<file path="src/sv/umrf_pkg.sv">
package umrf_pkg;

    // One input item: an action code and the received byte.
    typedef struct packed {
        logic [1:0] action;
        logic [7:0] rx_byte;
    } t_in_item;

    // One result item: a message byte and its end marker.
    typedef struct packed {
        logic [7:0] msg_byte;
        logic       last;
    } t_out_item;

    // Action codes of an input item.
    localparam logic [1:0] ACT_BYTE  = 2'd0;
    localparam logic [1:0] ACT_TICK  = 2'd1;
    localparam logic [1:0] ACT_FETCH = 2'd2;

    // Special characters of the message framing.
    localparam logic [7:0] CH_NUL = 8'h00;
    localparam logic [7:0] CH_CR  = 8'h0D;
    localparam logic [7:0] CH_AT  = 8'h40;

    localparam logic [7:0] THRESHOLD_RESET = 8'd10;
    localparam logic [7:0] TICK_MAX        = 8'hFF;

    // Commands from the controller to the datapath.
    typedef struct packed {
        logic take_byte;
        logic tick;
        logic clear;
        logic start_read;
        logic idx_inc;
        logic load_data;
        logic load_zero;
        logic pop;
    } t_cmd;

    // Status from the datapath to the controller.
    typedef struct packed {
        logic complete;
        logic pending_expired;
        logic short_msg;
        logic more;
        logic out_last;
    } t_sts;

endpackage

</file>
<file path="src/sv/umrf_ram.sv">
module umrf_ram #(
    parameter int WIDTH = 8,
    parameter int DEPTH = 64,
    localparam int AW = $clog2(DEPTH)
) (
    input  logic             i_clk,
    input  logic             i_we,
    input  logic [AW-1:0]    i_waddr,
    input  logic [WIDTH-1:0] i_wdata,
    input  logic [AW-1:0]    i_raddr,
    output logic [WIDTH-1:0] o_rdata
);

    logic [WIDTH-1:0] r_mem [DEPTH];
    logic [WIDTH-1:0] r_rdata;

    // One write port and one registered read port.
    always_ff @(posedge i_clk) begin
        if (i_we) begin
            r_mem[i_waddr] <= i_wdata;
        end
        r_rdata <= r_mem[i_raddr];
    end

    assign o_rdata = r_rdata;

endmodule

</file>
<file path="src/sv/umrf_ctrl.sv">
module umrf_ctrl (
    input  logic          i_clk,
    input  logic          i_rst_n,
    input  logic          i_in_valid,
    input  logic [1:0]    i_action,
    input  logic          i_out_ready,
    input  umrf_pkg::t_sts i_sts,
    output umrf_pkg::t_cmd o_cmd,
    output logic          o_in_ready
);
    import umrf_pkg::*;

    typedef enum logic [1:0] {
        S_ACCEPT,
        S_READ,
        S_LOAD,
        S_SHOW
    } t_state;

    t_state r_state;
    t_state n_state;

    // Next state and commands.
    always_comb begin
        n_state    = r_state;
        o_cmd      = '0;
        o_in_ready = 1'b0;
        case (r_state)
            S_ACCEPT: begin
                o_in_ready = 1'b1;
                if (i_in_valid) begin
                    case (i_action)
                        ACT_BYTE: begin
                            o_cmd.take_byte = 1'b1;
                        end
                        ACT_TICK: begin
                            o_cmd.tick = 1'b1;
                        end
                        ACT_FETCH: begin
                            if (i_sts.complete) begin
                                if (i_sts.short_msg) begin
                                    o_cmd.load_zero = 1'b1;
                                    n_state         = S_SHOW;
                                end else begin
                                    o_cmd.start_read = 1'b1;
                                    n_state          = S_READ;
                                end
                            end else if (i_sts.pending_expired) begin
                                o_cmd.clear = 1'b1;
                            end
                        end
                        default: begin
                        end
                    endcase
                end
            end
            S_READ: begin
                // The store address is presented; data arrives next cycle.
                n_state = S_LOAD;
            end
            S_LOAD: begin
                o_cmd.load_data = 1'b1;
                n_state         = S_SHOW;
            end
            S_SHOW: begin
                if (i_out_ready) begin
                    o_cmd.pop = 1'b1;
                    if (i_sts.out_last) begin
                        o_cmd.clear = 1'b1;
                        n_state     = S_ACCEPT;
                    end else begin
                        o_cmd.idx_inc = 1'b1;
                        if (i_sts.more) begin
                            n_state = S_READ;
                        end else begin
                            o_cmd.load_zero = 1'b1;
                        end
                    end
                end
            end
            default: begin
                n_state = S_ACCEPT;
            end
        endcase
    end

    // State register.
    always_ff @(posedge i_clk) begin
        if (!i_rst_n) begin
            r_state <= S_ACCEPT;
        end else begin
            r_state <= n_state;
        end
    end

endmodule

</file>
<file path="src/sv/umrf_dp.sv">
module umrf_dp #(
    parameter int BUFFER_DEPTH = 64
) (
    input  logic               i_clk,
    input  logic               i_rst_n,
    input  logic [7:0]         i_rx_byte,
    input  logic               i_cfg_wr_en,
    input  logic [7:0]         i_cfg_wr_data,
    input  umrf_pkg::t_cmd     i_cmd,
    output umrf_pkg::t_sts     o_sts,
    output logic               o_out_valid,
    output umrf_pkg::t_out_item o_out_data
);
    import umrf_pkg::*;

    localparam int IW = $clog2(BUFFER_DEPTH);
    localparam int FW = $clog2(BUFFER_DEPTH + 1);
    localparam int CW = FW + 1;

    typedef enum logic [1:0] {
        MS_IDLE,
        MS_PENDING,
        MS_COMPLETE,
        MS_NOTI
    } t_msg_status;

    t_msg_status r_status;
    t_msg_status n_status;
    logic [FW-1:0] r_fill;
    logic [FW-1:0] n_fill;
    logic [7:0]    r_tick;
    logic [7:0]    r_thr;
    logic [IW-1:0] r_idx;
    logic          r_out_valid;
    t_out_item     r_out;

    logic          w_store;
    logic          w_term;
    logic [FW-1:0] w_fill_inc;
    logic [FW-1:0] w_fill_dec;
    logic          w_we;
    logic [IW-1:0] w_waddr;
    logic [7:0]    w_wdata;
    logic [7:0]    w_rdata;
    logic [CW-1:0] w_idx_plus2;

    // A byte is stored while collecting and the store has room.
    assign w_store    = (r_status inside {MS_IDLE, MS_PENDING})
                        && (r_fill < FW'(BUFFER_DEPTH));
    assign w_fill_inc = r_fill + FW'(w_store);
    assign w_fill_dec = r_fill - FW'(1);
    assign w_term     = (i_rx_byte inside {CH_NUL, CH_CR})
                        || (w_fill_inc == FW'(BUFFER_DEPTH));

    // A terminator replaces the last stored byte with zero, so one write covers both.
    assign w_we    = i_cmd.take_byte && (w_store || (w_term && (r_fill != '0)));
    assign w_waddr = w_store ? r_fill[IW-1:0] : w_fill_dec[IW-1:0];
    assign w_wdata = w_term ? CH_NUL : i_rx_byte;

    // Status and fill count after a received byte.
    always_comb begin
        n_status = r_status;
        n_fill   = w_fill_inc;
        if (w_term) begin
            n_status = MS_COMPLETE;
        end else if (i_rx_byte == CH_AT) begin
            if (r_status == MS_NOTI) begin
                n_status = MS_IDLE;
                n_fill   = '0;
            end else begin
                n_status = MS_NOTI;
            end
        end else if (r_status inside {MS_IDLE, MS_PENDING}) begin
            n_status = MS_PENDING;
        end
    end

    umrf_ram #(
        .WIDTH(8),
        .DEPTH(BUFFER_DEPTH)
    ) u_ram (
        .i_clk  (i_clk),
        .i_we   (w_we),
        .i_waddr(w_waddr),
        .i_wdata(w_wdata),
        .i_raddr(r_idx),
        .o_rdata(w_rdata)
    );

    // Control registers of the framer.
    always_ff @(posedge i_clk) begin
        if (!i_rst_n) begin
            r_status    <= MS_IDLE;
            r_fill      <= '0;
            r_tick      <= '0;
            r_thr       <= THRESHOLD_RESET;
            r_idx       <= '0;
            r_out_valid <= 1'b0;
        end else begin
            if (i_cfg_wr_en) begin
                r_thr <= i_cfg_wr_data;
            end
            if (i_cmd.clear) begin
                r_status <= MS_IDLE;
                r_fill   <= '0;
                r_tick   <= '0;
            end else if (i_cmd.take_byte) begin
                r_status <= n_status;
                r_fill   <= n_fill;
                r_tick   <= '0;
            end else if (i_cmd.tick && r_status == MS_PENDING && r_tick != TICK_MAX) begin
                r_tick <= r_tick + 8'd1;
            end
            if (i_cmd.start_read) begin
                r_idx <= '0;
            end else if (i_cmd.idx_inc) begin
                r_idx <= r_idx + IW'(1);
            end
            if (i_cmd.load_data || i_cmd.load_zero) begin
                r_out_valid <= 1'b1;
            end else if (i_cmd.pop) begin
                r_out_valid <= 1'b0;
            end
        end
    end

    // Output payload; a zero byte read from the store ends the message.
    always_ff @(posedge i_clk) begin
        if (i_cmd.load_data) begin
            r_out.msg_byte <= w_rdata;
            r_out.last     <= (w_rdata == CH_NUL);
        end else if (i_cmd.load_zero) begin
            r_out.msg_byte <= CH_NUL;
            r_out.last     <= 1'b1;
        end
    end

    // Status toward the controller.
    assign w_idx_plus2           = CW'(r_idx) + CW'(2);
    assign o_sts.complete        = (r_status == MS_COMPLETE);
    assign o_sts.pending_expired = (r_status == MS_PENDING) && (r_tick >= r_thr);
    assign o_sts.short_msg       = (r_fill <= FW'(1));
    assign o_sts.more            = (w_idx_plus2 < CW'(r_fill));
    assign o_sts.out_last        = r_out.last;

    assign o_out_valid = r_out_valid;
    assign o_out_data  = r_out;

endmodule

</file>
<file path="src/sv/uart_message_receive_framer.sv">
// A received byte, a tick, or a fetch that yields no result is handled in the accept
// state, which stays ready for the next item. A fetch on a complete message passes
// each stored byte through the store read register, output load and output request,
// then the terminator; the next item is accepted the cycle after the last is taken.
// Synchronous active-low reset clears status, counts and output, and sets the
// threshold to 10; the message store is not cleared and needs no clearing pass.
module uart_message_receive_framer #(
    parameter int BUFFER_DEPTH = 64
) (
    input  logic                 i_clk,
    input  logic                 i_rst_n,
    input  logic                 i_in_valid,
    output logic                 o_in_ready,
    input  umrf_pkg::t_in_item   i_in_data,
    output logic                 o_out_valid,
    input  logic                 i_out_ready,
    output umrf_pkg::t_out_item  o_out_data,
    input  logic                 i_cfg_wr_en,
    input  logic [7:0]           i_cfg_wr_data
);
    import umrf_pkg::*;

    t_cmd w_cmd;
    t_sts w_sts;

    // Sequencer for item handling and message drain.
    umrf_ctrl u_ctrl (
        .i_clk      (i_clk),
        .i_rst_n    (i_rst_n),
        .i_in_valid (i_in_valid),
        .i_action   (i_in_data.action),
        .i_out_ready(i_out_ready),
        .i_sts      (w_sts),
        .o_cmd      (w_cmd),
        .o_in_ready (o_in_ready)
    );

    // Message store, counters and output register.
    umrf_dp #(
        .BUFFER_DEPTH(BUFFER_DEPTH)
    ) u_dp (
        .i_clk        (i_clk),
        .i_rst_n      (i_rst_n),
        .i_rx_byte    (i_in_data.rx_byte),
        .i_cfg_wr_en  (i_cfg_wr_en),
        .i_cfg_wr_data(i_cfg_wr_data),
        .i_cmd        (w_cmd),
        .o_sts        (w_sts),
        .o_out_valid  (o_out_valid),
        .o_out_data   (o_out_data)
    );

endmodule

</file>
<file path="config.mk">
export PLATFORM = sky130hd
export DESIGN_NAME = uart_message_receive_framer
export DESIGN_NICKNAME = d
export VERILOG_FILES = /design/src/sv/umrf_pkg.sv /design/src/sv/umrf_ram.sv /design/src/sv/umrf_ctrl.sv /design/src/sv/umrf_dp.sv /design/src/sv/uart_message_receive_framer.sv
export SDC_FILE = /design/constraint.sdc
export NUM_CORES = 1
export LEC_CHECK = 0
export BUFFER_PORTS_ARGS = -buffer_cell sky130_fd_sc_hd__buf_2
export CAP_MARGIN = 20
export CORE_AREA = 2 2 203 355
export DETAILED_ROUTE_END_ITERATION = 10
export DIE_AREA = 0 0 205 357
export SYNTH_ARGS = -nofsm -noshare
export SYNTH_HDL_FRONTEND = slang
export SYNTH_SLANG_ARGS = --single-unit
</file>
<file path="constraint.sdc">
create_clock -name i_clk -period 4.2 [get_ports i_clk]
set_input_delay 0.84 -clock i_clk [delete_from_list [all_inputs] [get_ports i_clk]]
set_output_delay 0.84 -clock i_clk [all_outputs]
set_load 0.005 [all_outputs]
</file>
Yosys cells after proc, flatten, opt, wreduce, memory -nomap -nowiden
Memory sizes are Yosys's and may differ from the RTL's. A register that Yosys moved wholly into a read port is not among the register bits. Cells that the tools add are included.

Register bits after elaboration: 43. RAM bits: 512. Output and inout port bits: 11. Memories: 1.

Memories: u_dp.u_ram.r_mem (words 64, bits a word 8, read ports 1, clocked after memory_dff 1, wr ports 1, RTL line umrf_ram.sv:14) `logic [WIDTH-1:0] r_mem [DEPTH];`.

$add $sub $neg: 5. Order comparisons: 4. Eq/ne operators: 17. Muxes and demuxes: 50. Bitwise operators: 1. Reductions and logical operators: 25.

Operators with widths (count): $mux 2 (14); $mux 1 (25); $mux 7 (3); $mux 9 (2); $logic_not 8->1 (2); $eq 2x2->1 const B (5); $add 8x1->8 const B (1); $eq 8x4->1 const B (1); $eq 8x7->1 const B (1); $ge 8x8->1 (1); $mux 8 (1); $ne 8x8->1 const B (1); $pmux 2 s4 (1); $reduce_bool 2->1 (4); $add 6x2->7 const B (1); $add 7x1->7 (1); $eq 7x7->1 const B (1); $le 7x1->1 const B (1); $lt 7x7->1 (1); $lt 7x7->1 const B (1); $reduce_bool 7->1 (1); $add 6x1->6 const B (1); $eq 2x1->1 const B (3); $logic_and 1x1->1 (6); other kinds (15) (23).

Longest topological paths before layout
Gate-level depths: netlist of the first run.

Word-level depth: 11. Depth in mapped cells: 12. Depth with buffers taken out: 9.

Modules after synthesis
Synthesis of the first run repeated with hierarchy kept, for this count alone.

Cells, all modules: 1264. Area, all modules: 23070.9 µm².

Modules (own cells, without submodules): umrf_ram (instances 1, cells each 940, area an instance 20166.8 µm², seq. area each 15534.9 µm²); umrf_dp (instances 1, cells each 289, area an instance 2610.0 µm², seq. area each 910.9 µm²); umrf_ctrl (instances 1, cells each 35, area an instance 294.0 µm², seq. area each 40.0 µm²).

Worst setup path after synthesis of the first run
OpenSTA, ideal clock, no wires.

Path kind: reg2reg. From: register u_dp.r_fill[6]. To: memory u_dp.u_ram.r_mem[0][6], data pin. Setup time: 516 ps. Arrival: 3694 ps. Slack: -10 ps. Cell stages (with the launch flop): 12. Path buffers: 4. Cell sequence: dfxtp_1 > buf_2 > or2_1 > buf_2 > clkinv_1 > ha_1 > and4_1 > buf_2 > o2111ai_1 > a32oi_4 > buf_6 > nor2b_1.

Cells in the longest elaborated chain, start to end: 6.

Ends and longest elaborated chain: from (decl) (RTL line umrf_dp.sv:29) `logic [FW-1:0] r_fill;`; from (signal assigned) (RTL line umrf_dp.sv:109) `r_fill <= n_fill;`; $lt 7x7->1 (RTL line umrf_dp.sv:49) `&& (r_fill < FW'(BUFFER_DEPTH));`; $logic_and 1x1->1 (RTL line umrf_dp.sv:49); $add 7x1->7 * (RTL line umrf_dp.sv:50) `assign w_fill_inc = r_fill + FW'(w_store);`; $eq 7x7->1 * (RTL line umrf_dp.sv:53) `|| (w_fill_inc == FW'(BUFFER_DEPTH));`; $logic_or 1x1->1 * (RTL line umrf_dp.sv:53); $mux 8 * (RTL line umrf_dp.sv:58) `assign w_wdata = w_term ? CH_NUL : i_rx_byte;`; named net u_dp.u_ram.i_wdata[6] (RTL line umrf_ram.sv:9) `input logic [WIDTH-1:0] i_wdata,`; to (decl) (RTL line umrf_ram.sv:14).

The timed path passes the listed nets; every way through them passes the cells marked *.

Final worst setup path of the first run
From: register u_dp.r_fill[6]. To: memory u_dp.u_ram.r_mem[38][1] (enable).

Cells in the longest elaborated chain, start to end: 10. Elaborated cells between the ends (all ways): 12.

Ends and longest elaborated chain: $lt 7x7->1 (RTL line umrf_dp.sv:49); $logic_and 1x1->1 (RTL line umrf_dp.sv:49); $add 7x1->7 (RTL line umrf_dp.sv:50); $eq 7x7->1 (RTL line umrf_dp.sv:53); $logic_or 1x1->1 (RTL line umrf_dp.sv:53); $logic_and 1x1->1 (RTL line umrf_dp.sv:56) `assign w_we = i_cmd.take_byte && (w_store || (w_term && (r_fill != '0)));`; $logic_or 1x1->1 (RTL line umrf_dp.sv:56); $logic_and 1x1->1 (RTL line umrf_dp.sv:56); $mux 1 (RTL line umrf_ram.sv:19) `if (i_we) begin`; $mux 1 (implied by the code) (RTL line umrf_ram.sv:20) `r_mem[i_waddr] <= i_wdata;`.

Several ways; a longest one is shown, not always the timed one.

==> impl_metrics.yaml, run 1 <==
synthesis:
  synth_fp_nets: 1355
  postSynthCellCount: 1308
  ys_seq_elements: 563
  yosysTopAreaCell: "edfxtp_1"
  ys_async_sr_fraction_pct: 0
  synth_ff_type: "edfxtp_1"
  synthesis.area_sq_mm: 0.0231
  synth_top_cell_area_share_pct: 67.8
  ys_warn_count: 0
  ys_seq_area_share_pct: 71.5
  synth_area_leaders: "edfxtp_1 68%, mux4_2 9.6%, dfxtp_1 3.6%"
  avgSynthCellArea_sq_um: 17.6
  synth_edf_count: 521
  ys_types: 66
power_and_ir_drop:
  ir_drop_v: 0.000247
  powerDensity_mw_per_mm2: 414
  power.share.switching_pct: 19.8
  intPower_mw: 8.81
  p_seq_share_pct: 56.0
  p_switching_mw: 2.18
  clockPowerShare_pct: 41.5
  pwr-share-comb_pct: 2.4
  power.leakage_nw: 8.19
setup_path:
  critPathSlowestCell: "dfxtp_1"
  crit_arrival_ps: 4060
  critPathMaxFanout: 18
  critPathLaunchType: "flop"
  cp_common_cell: "buf_4"
  crit_path_end_kind: "flop"
  path_cells: "or2_1 > clkinv_1 > ha_1 > ha_1 > nor3_1 > nand3_1 > a32oi_4 > buf_4 > nor3_4 > buf_4 > nor4_1 > buf_4"
  worst_path_largest_cell_delay_ps: 500
  crit_required_ps: 4480
  worst-setup-path-type: "reg -> reg"
cells_and_area:
  finalNonFillerCells: 2377
  area_delta_synth_final_pct: 15.2
  diodes: 0
  final_nets: 1471
  drive_gt1_share_pct: 23.2
clock_tree:
  clk_latency_ps: 580
  numCtsBuffers: 46
  htreeDepth: 2
  post_cts_resized: 0
  cts.path.max_buffers: 3
  cts_setup_buffers: 0
  root_buffer: "clkbuf_16"
  clock-sinks: 563
  cts.clk_slew.worst_paths_ps: 70
  tritoncts: "yes"
  hold_buffers: 0
drt:
  num_vias: 12500
  routed_wl_mm: 57.7
  avgRoutedWirePerCell_microns: 24.3
  vias_per_cell: 5.27
  drtPass1Iterations: 5
  drt_iter0_drc: 932
  drc: 0
  ant_nets: 0
timing:
  tns_ps: 0
  finalSetupViolCount: 0
  clock_skew_ps: 17.9
  slew_headroom_pct: 39.4
  tightest_slew_ps: 905
  finalCritPeriodShare_pct: 90.1
  max_freq_ghz: 0.264
  setup_ws_ps: 417
  drv_slew: 0
  hold_viol_final: 0
  rsz0062_at_grt: "no"
  period_needed_ps: 3780
place:
  routabilityCongestion: 0.925
  place_ws_ps: 510
  dp_cells: 2293
  port_buffers: 33
  post-dp-hpwl_mm: 38.7
status:
  status: "complete, no violations"
die:
  core-area_sq_mm: 0.0704
  fp.dieW_microns: 205
  die_h_microns: 357
  initial_core_util_pct: 32.8
  die_area_sq_mm: 0.0732
  ioPinCount: 34
  rows: 129
global_routing:
  grt_start_max_net_pins: 65
  grt_overflow: 0
  grt_usage_pct: 15.8
  grt_pass1_wl_mm: 85.4
  grt_pass1_vias: 13100
  antenna_found_initial: 0
worst_hold_path:
  min_path_type: "reg -> reg"
job:
  max_cap_violations: 0
-- cells by family after synthesis --
group                      count (synthesis)  synth area share [%]
and+or+nand+nor                          259                  5.84
buffers and inverters                     98                  2.09
xor gates and xnor gates                  21                 0.797
DFF                                      563                  71.5
adders and majority gates                 24                  1.30
AOI/OAI and AO/OA                        159                  5.17
muxes                                    184                  13.3
-- routing by layer --
| metal | part of all wire, % | GRT usage, % |
|---|---|---|
| met4 | 5.7 | 8.62 |
| met2 | 55 | 30.3 |
| met5 | 0 | 0 |
| met1 | 35 | 16.6 |
| met3 | 4.4 | 1.83 |
-- cells in the mapped netlist (4+ instances only) --
cell type	instances
a211oi_1	21
and3_1	7
a2111oi_0	8
buf_1	8
nor4_1	33
a21oi_1	18
o211ai_1	6
nor2b_1	14
nand2b_1	4
a22o_1	4
a31oi_1	5
clkbuf_1	26
o2111ai_1	5
buf_6	7
nor2_1	78
o22ai_1	23
inv_1	25
mux4_2	98
buf_2	20
buf_4	10
a22oi_1	9
nand2_1	31
nand3_1	24
mux2i_1	82
and2_1	17
a211o_1	5
ha_1	24
dfxtp_1	42
o21ai_0	17
a21boi_0	6
o221ai_1	6
edfxtp_1	521
nor3_1	23
o211a_1	5
nand4_1	9
mux2_2	4
xnor2_1	18
-- placed cells by master (no fill, tap or decap), drive strengths merged, types with 9 or more instances in the layout --
master  instances
clkbuf         53
nor2b          14
mux4           98
ha             24
nor3           24
mux2i          82
o22ai          23
clkinv         21
inv            27
nor2           79
dfxtp          42
nor4           33
xnor2          18
buf           139
a22oi           9
o21ai          17
a21oi          18
nand4           9
edfxtp        521
nand2          31
a211oi         21
nand3          24
and2           17
-- power groups by stage --
| stage | combinational (mW) | sequential [mW] | clock [mW] |
|---|---|---|---|
| 6_report | 0.268 | 6.16 | 4.57 |
| 5_1_grt | 0.295 | 6.16 | 4.85 |
| 4_1_cts | 0.274 | 6.16 | 4.65 |
| 3_5_place_dp | 0.273 | 6.29 | 0 |
| 3_3_place_gp | 0.263 | 6.28 | 0 |
| 2_1_floorplan | 0.132 | 6.29 | 0 |
-- flip-flops by register name, indices dropped and copies added (netlist names) --
name                count
u_ctrl.r_state          2
u_dp.o_out_data         9
u_dp.o_out_valid        1
u_dp.r_fill             7
u_dp.r_idx              6
u_dp.r_status           2
u_dp.r_thr              8
u_dp.r_tick             8
u_dp.u_ram.o_rdata      8
u_dp.u_ram.r_mem      512
-- worst max-delay path, delay by kind of cell (launching register included) --
family          cells  cell delay (ps)
compound gates      1              350
fa+ha+maj           2              560
buf+inv             4              870
flops               1              500
simple gates        5             1180
-- worst paths after layout --
path / cells after the start / slack [ps] / start / endpoint
hold reg to reg: 2 / 500 / u_dp.r_thr[3]$_SDFFE_PN1P_ / u_dp.r_thr[3]$_SDFFE_PN1P_
setup / recovery: 12 / 420 / u_dp.r_fill[6]$_SDFFE_PP0P_ / u_dp.u_ram.r_mem[38][1]$_DFFE_PP_
setup reg to reg: 12 / 420 / u_dp.r_fill[6]$_SDFFE_PP0P_ / u_dp.u_ram.r_mem[38][1]$_DFFE_PP_
hold / removal: 2 / 500 / u_dp.r_thr[3]$_SDFFE_PN1P_ / u_dp.r_thr[3]$_SDFFE_PN1P_
-- stage by stage --
stage / total power, mW / hold slack, ps / instance area [sq um] / utilization, %
after floorplan: 6.42 / 461 / 23100 / -
after global placement: 6.55 / 483 / 25000 / 35.5
after detailed placement: 6.56 / 486 / 25000 / 35.5
after CTS: 11.1 / 491 / 26600 / 37.8
after global routing: 11.3 / 519 / 26600 / 37.8
final: 11.0 / 504 / 26600 / 37.8
-- cell type report --
class,instances,area (sq um)
Clock buffer,53,1220
Timing Repair Buffer,139,1060
Fill cell,6440,43800
Tap cell,917,1150
Multi-Input combinational cell,647,6170
Sequential cell,563,16500
Inverter,27,101
Clock inverter,31,372
Note: power is estimated with default switching activity, not from simulation.
==> inputs of run 2 (changes only) <==
Settings changed: ABC_AREA from default to 1, CORE_AREA 2 2 203 355 to 2 2 206 360, DIE_AREA 0 0 205 357 to 0 0 208 362.
Clock period 4.2 ns to 4.6 ns, I/O delays scaled along.
==> impl_metrics.yaml, run 2 <==
place:
  routabilityCongestion: 0.944
  place_area_sq_mm: 0.0249
  port_buffers: 33
  post-dp-hpwl_mm: 43.2
  place_ws_ps: 998
clock_tree:
  post_cts_resized: 0
  root_buffer: "clkbuf_16"
  tritoncts: "yes"
  htreeDepth: 2
  cts_setup_buffers: 0
  cts.path.max_buffers: 3
  clock-sinks: 563
  clk_latency_ps: 600
  numCtsBuffers: 46
  cts.clk_slew.worst_paths_ps: 70
  hold_buffers: 0
timing:
  finalSetupViolCount: 0
  clock_skew_ps: 20.2
  max_freq_ghz: 0.288
  finalCritPeriodShare_pct: 75.4
  slew_headroom_pct: 34.0
  period_needed_ps: 3470
  drv_slew: 0
  setup_ws_ps: 1130
  tns_ps: 0
  rsz0062_at_grt: "no"
  hold_viol_final: 0
  tightest_slew_ps: 990
cells_and_area:
  diodes: 0
  max_flop_register: "u_dp.u_ram.r_mem"
  area_delta_synth_final_pct: 11.5
  largest_register_ffs: 512
  fin_area_sq_mm: 0.0264
  fillCellCount: 7000
  layout_common_cells: "521 x edfxtp_1, 407 x nor2_1, 296 x nand2_1, 239 x o21ai_0, 92 x nand3_1"
  final_common_cell: "edfxtp_1"
  drive_gt1_share_pct: 8.10
  final_nets: 2123
drt:
  routed_wl_mm: 67.5
  drt_iter0_drc: 1471
  vias_per_cell: 5.24
  drtPass1Iterations: 5
  num_vias: 16000
  ant_nets: 0
  drc: 0
  avgRoutedWirePerCell_microns: 22.2
synthesis:
  synth_top_cell_area_share_pct: 66.0
  ys_seq_elements: 563
  synth_fp_nets: 2122
  synth_area_leaders: "edfxtp_1 66%, nor2_1 6.6%, o21ai_0 5.0%"
  yosysMostFrequentCell: "edfxtp_1"
  postSynthCellCount: 2075
  synth_ff_type: "edfxtp_1"
  yosysTopAreaCell: "edfxtp_1"
  synthTopCellsByCount: "521 x edfxtp_1, 416 x nor2_1, 296 x nand2_1"
  synth_edf_count: 521
  ys_seq_area_share_pct: 69.6
  ys_warn_count: 0
  ys_types: 42
  ys_async_sr_fraction_pct: 0
  avgSynthCellArea_sq_um: 11.4
  synthesis.area_sq_mm: 0.0237
die:
  initial_core_util_pct: 32.7
  ioPinCount: 34
  fp.dieW_microns: 208
  die_h_microns: 362
  rows: 131
  die_area_sq_mm: 0.0753
  core-area_sq_mm: 0.0724
setup_path:
  cp.buffers_inverters: 0
  worst-setup-path-type: "reg -> reg"
  path_cells: "nor2_4 > ha_1 > ha_1 > nand3_1 > nand2_1 > nand2_1 > nor2_1 > nand2_1 > nor2_2 > nor2_2 > nand2_4 > nand4_4 > nor2_1"
  critPathTopFamily: "simple AND/OR/NAND/NOR gates"
  cp_common_cell: "nand2_1"
  critPathMaxFanout: 8
  crit_path_end_kind: "flop"
  critPathLaunchType: "flop"
  crit_arrival_ps: 3690
  critPathSlowestCell: "nor2_1"
  crit_required_ps: 4820
  worst_path_largest_cell_delay_ps: 700
global_routing:
  grt_start_max_net_pins: 141
  grt_usage_pct: 17.5
  grt_pass1_wl_mm: 98.7
  grt_pass1_vias: 16000
  antenna_found_initial: 0
  grt_overflow: 0
status:
  status: "complete, no violations"
job:
  max_cap_violations: 0
power_and_ir_drop:
  power.leakage_nw: 8.88
  total_power_mw: 10.4
  ir_drop_v: 0.000232
  powerDensity_mw_per_mm2: 394
worst_hold_path:
  min_path_type: "reg -> reg"
[run 2: cell count changes after synthesis, sizes merged, moves of 24 or more]
cell / previous run / this run
a21oi: 18 / 42
clkbuf: 26 / 61
inv: 25 / 100
mux2i: 82 / 2
mux4: 98 / 0
nand2: 31 / 297
nand3: 24 / 95
nor2: 79 / 422
nor4: 33 / 4
o211ai: 6 / 74
o21ai: 17 / 243
[run 2: cells by family (layout without fill, tap and decap cells)]
logic type                 Yosys count  count (layout)  synth area share (%)
AOI/OAI and AO/OA                  411             411                  9.91
adders and majority gates           24              24                  1.27
muxes                                2               2                0.0845
and+or+nand+nor                    853             853                  15.1
DFF                                563             563                  69.6
xor gates and xnor gates            14              14                 0.518
buffers and inverters              208             245                  3.58
[run 2: power breakdown]
group | leakage (nW) | internal (mW) | total, mW | switching (mW)
Sequential | 5.03 | 5.66 | 5.70 | 0.0406
Clock | 0.711 | 2.13 | 3.97 | 1.84
Combinational | 3.13 | 0.188 | 0.751 | 0.563
[run 2: worst register-to-register path, stage by stage (launching register included)]
cell and delay [ps]:
dfxtp_1 380, nor2_4 170, ha_1 210, ha_1 270, nand3_1 100, nand2_1 90
nand2_1 70, nor2_1 140, nand2_1 90, nor2_2 140, nor2_2 80, nand2_4 200
nand4_4 430, nor2_1 710
[run 2: worst paths after layout]
path / startpoint / endpoint / slack, ps / depth (start not counted)
max: u_dp.r_fill[6]$_SDFFE_PP0P_ / u_dp.u_ram.r_mem[56][3]$_DFFE_PP_ / 1130 / 13
min: u_dp.r_thr[2]$_SDFFE_PN0P_ / u_dp.r_thr[2]$_SDFFE_PN0P_ / 470 / 2
max reg2reg: u_dp.r_fill[6]$_SDFFE_PP0P_ / u_dp.u_ram.r_mem[56][3]$_DFFE_PP_ / 1130 / 13
min reg2reg: u_dp.r_thr[2]$_SDFFE_PN0P_ / u_dp.r_thr[2]$_SDFFE_PN0P_ / 470 / 2
[run 2: layout make-up]
| class | instances | area (sq um) | area share, % |
|---|---|---|---|
| clock buffer | 51 | 1170 | 4.43 |
| clock inverter | 33 | 309 | 1.17 |
| sequential | 563 | 16500 | 62.4 |
| inverter | 101 | 389 | 1.47 |
| timing repair buffer | 60 | 468 | 1.77 |
| multi-input combinational | 1304 | 6420 | 24.3 |
| tap | 931 | 1160 | 4.41 |
[run 2: stage by stage]
step	std cells	hold WS, ps	utilization, %
after CTS	3043	471	36.5
after global routing	3043	484	36.5
after global placement	2959	461	34.4
after floorplan	2075	436	-
after detailed placement	2959	463	34.4
final	3043	466	36.5
[run 2: metal layers]
layer / vias up / global-route usage (%) / share of wire [%]
met5: - / 0 / 0
met4: 0 / 12.9 / 7.8
met3: 192 / 1.84 / 4.9
met2: 600 / 32.5 / 53
met1: 7835 / 18.0 / 34
li1: 7332 / - / -
==> inputs of run 3 (changes only) <==
Clock period 4.6 ns to 2.9 ns, I/O delays scaled along.
==> impl_metrics.yaml, run 3 (synthesis results as in run 2) <==
cells_and_area:
  largest_register_ffs: 512
  max_flop_register: "u_dp.u_ram.r_mem"
  drive_gt1_share_pct: 14.0
  fillCellCount: 6927
  finalNonFillerCells: 3174
  area_delta_synth_final_pct: 17.7
  final_common_cell: "edfxtp_1"
  final_nets: 2251
  diodes: 0
  layout_common_cells: "521 x edfxtp_1, 401 x nor2_1, 296 x nand2_1, 238 x o21ai_0, 120 x buf_4"
setup_path:
  critPathLaunchType: "flop"
  crit_arrival_ps: 3150
  worst-setup-path-type: "reg -> reg"
  crit_required_ps: 3290
  critPathMaxFanout: 76
  rrSetupSlack_ps: 130
  crit_path_end_kind: "flop"
drt:
  routed_wl_mm: 67.9
  vias_per_cell: 5.13
  avgRoutedWirePerCell_microns: 21.4
  drc: 0
  drt_iter0_drc: 1336
  drtPass1Iterations: 5
  ant_nets: 0
  num_vias: 16300
power_and_ir_drop:
  powerDensity_mw_per_mm2: 615
  total_power_mw: 17.2
  power.leakage_nw: 9.74
  ir_drop_v: 0.000425
timing:
  rsz0062_at_grt: "no"
  max_freq_ghz: 0.361
  hold_viol_final: 0
  clock_skew_ps: 28.1
  finalSetupViolCount: 0
  period_needed_ps: 2770
  setup_ws_ps: 132
  finalCritPeriodShare_pct: 95.4
  tightest_slew_ps: 1100
  slew_headroom_pct: 26.4
  tns_ps: 0
  drv_slew: 0
global_routing:
  grt_overflow: 0
  grt_start_max_net_pins: 93
  grt_pass1_vias: 16700
  grt_pass1_wl_mm: 101
  grt_usage_pct: 17.8
  antenna_found_initial: 0
clock_tree:
  tritoncts: "yes"
  numCtsBuffers: 47
  root_buffer: "clkbuf_16"
  cts.path.max_buffers: 3
  clock-sinks: 563
  clk_latency_ps: 610
  cts.clk_slew.worst_paths_ps: 70
  hold_buffers: 0
  htreeDepth: 2
die:
  rows: 131
  die_h_microns: 362
  fp.dieW_microns: 208
  ioPinCount: 34
  core-area_sq_mm: 0.0724
  initial_core_util_pct: 32.7
  die_area_sq_mm: 0.0753
place:
  post-dp-hpwl_mm: 45.4
  place_ws_ps: -26.2
  port_buffers: 33
  dp_cells: 3076
  routabilityCongestion: 0.941
worst_hold_path:
  min_path_type: "in -> reg"
status:
  status: "complete, no violations"
job:
  max_cap_violations: 0
[run 3: cell types whose count changed in the layout (fill, tap and decap cells not counted), sizes merged]
cell      change
bufinv        +3
clkbuf        +5
buf         +127
clkinvlp      -4
[run 3: final timing paths]
path,start,end,depth (start not counted)
min,i_cfg_wr_data[3],u_dp.r_thr[3]$_SDFFE_PN1P_,3
min reg2reg,u_dp.r_thr[2]$_SDFFE_PN0P_,u_dp.r_thr[2]$_SDFFE_PN0P_,2
max,u_dp.r_idx[0]$_SDFFE_PP0P_,u_dp.u_ram.o_rdata[3]$_DFF_P_,7
max reg2reg,u_dp.r_idx[0]$_SDFFE_PP0P_,u_dp.u_ram.o_rdata[3]$_DFF_P_,7
[run 3: area by class of cell]
type,count,area [sq um],area share (%)
Multi-Input combinational cell,1304,6470,23.2
Timing Repair Buffer,187,1730,6.20
Sequential cell,563,16500,59.2
Inverter,101,389,1.40
Clock inverter,32,413,1.48
Clock buffer,56,1220,4.38
Tap cell,931,1160,4.18
[run 3: worst max-delay path: stages (launching register included)]
cell and delay, ps:
dfxtp_4 600, inv_6 270, o21ai_0 490, o21ai_1 130, o211ai_1 480, nand2_1 150
nand3_1 110, nand2_1 230
[run 3: report_power, final]
part	leakage (nW)	internal [mW]	total [mW]	switching [mW]
combinational	3.91	0.398	1.35	0.947
sequential	5.03	8.98	9.04	0.0615
clock	0.794	3.77	6.77	3.00
[run 3: per-stage QoR]
| stage | hold slack [ps] | utilization, % | area, sq um |
|---|---|---|---|
| after floorplan | 436 | - | 23700 |
| after global placement | 460 | 36.0 | 26100 |
| after detailed placement | 457 | 36.0 | 26100 |
| after CTS | 203 | 38.3 | 27700 |
| after global routing | 220 | 38.5 | 27900 |
| final | 225 | 38.5 | 27900 |
[run 3: metal layers]
metal	GRT usage, %	vias to the layer above	share of wire, %
li1	-	7579	-
met4	12.0	0	7.4
met1	17.5	8012	34
met2	34.4	511	54
met3	2.12	189	4.2
met5	0	-	0
[run 3: what timing repair did]
| item | CTS | global route |
|---|---|---|
| resized for setup | 3 | 13 |
| pin swaps | 1 | 5 |
| hold endpoints to repair | 0 | 0 |
| buffers inserted | 2 | 8 |
| setup endpoints to repair | 78 | 792 |
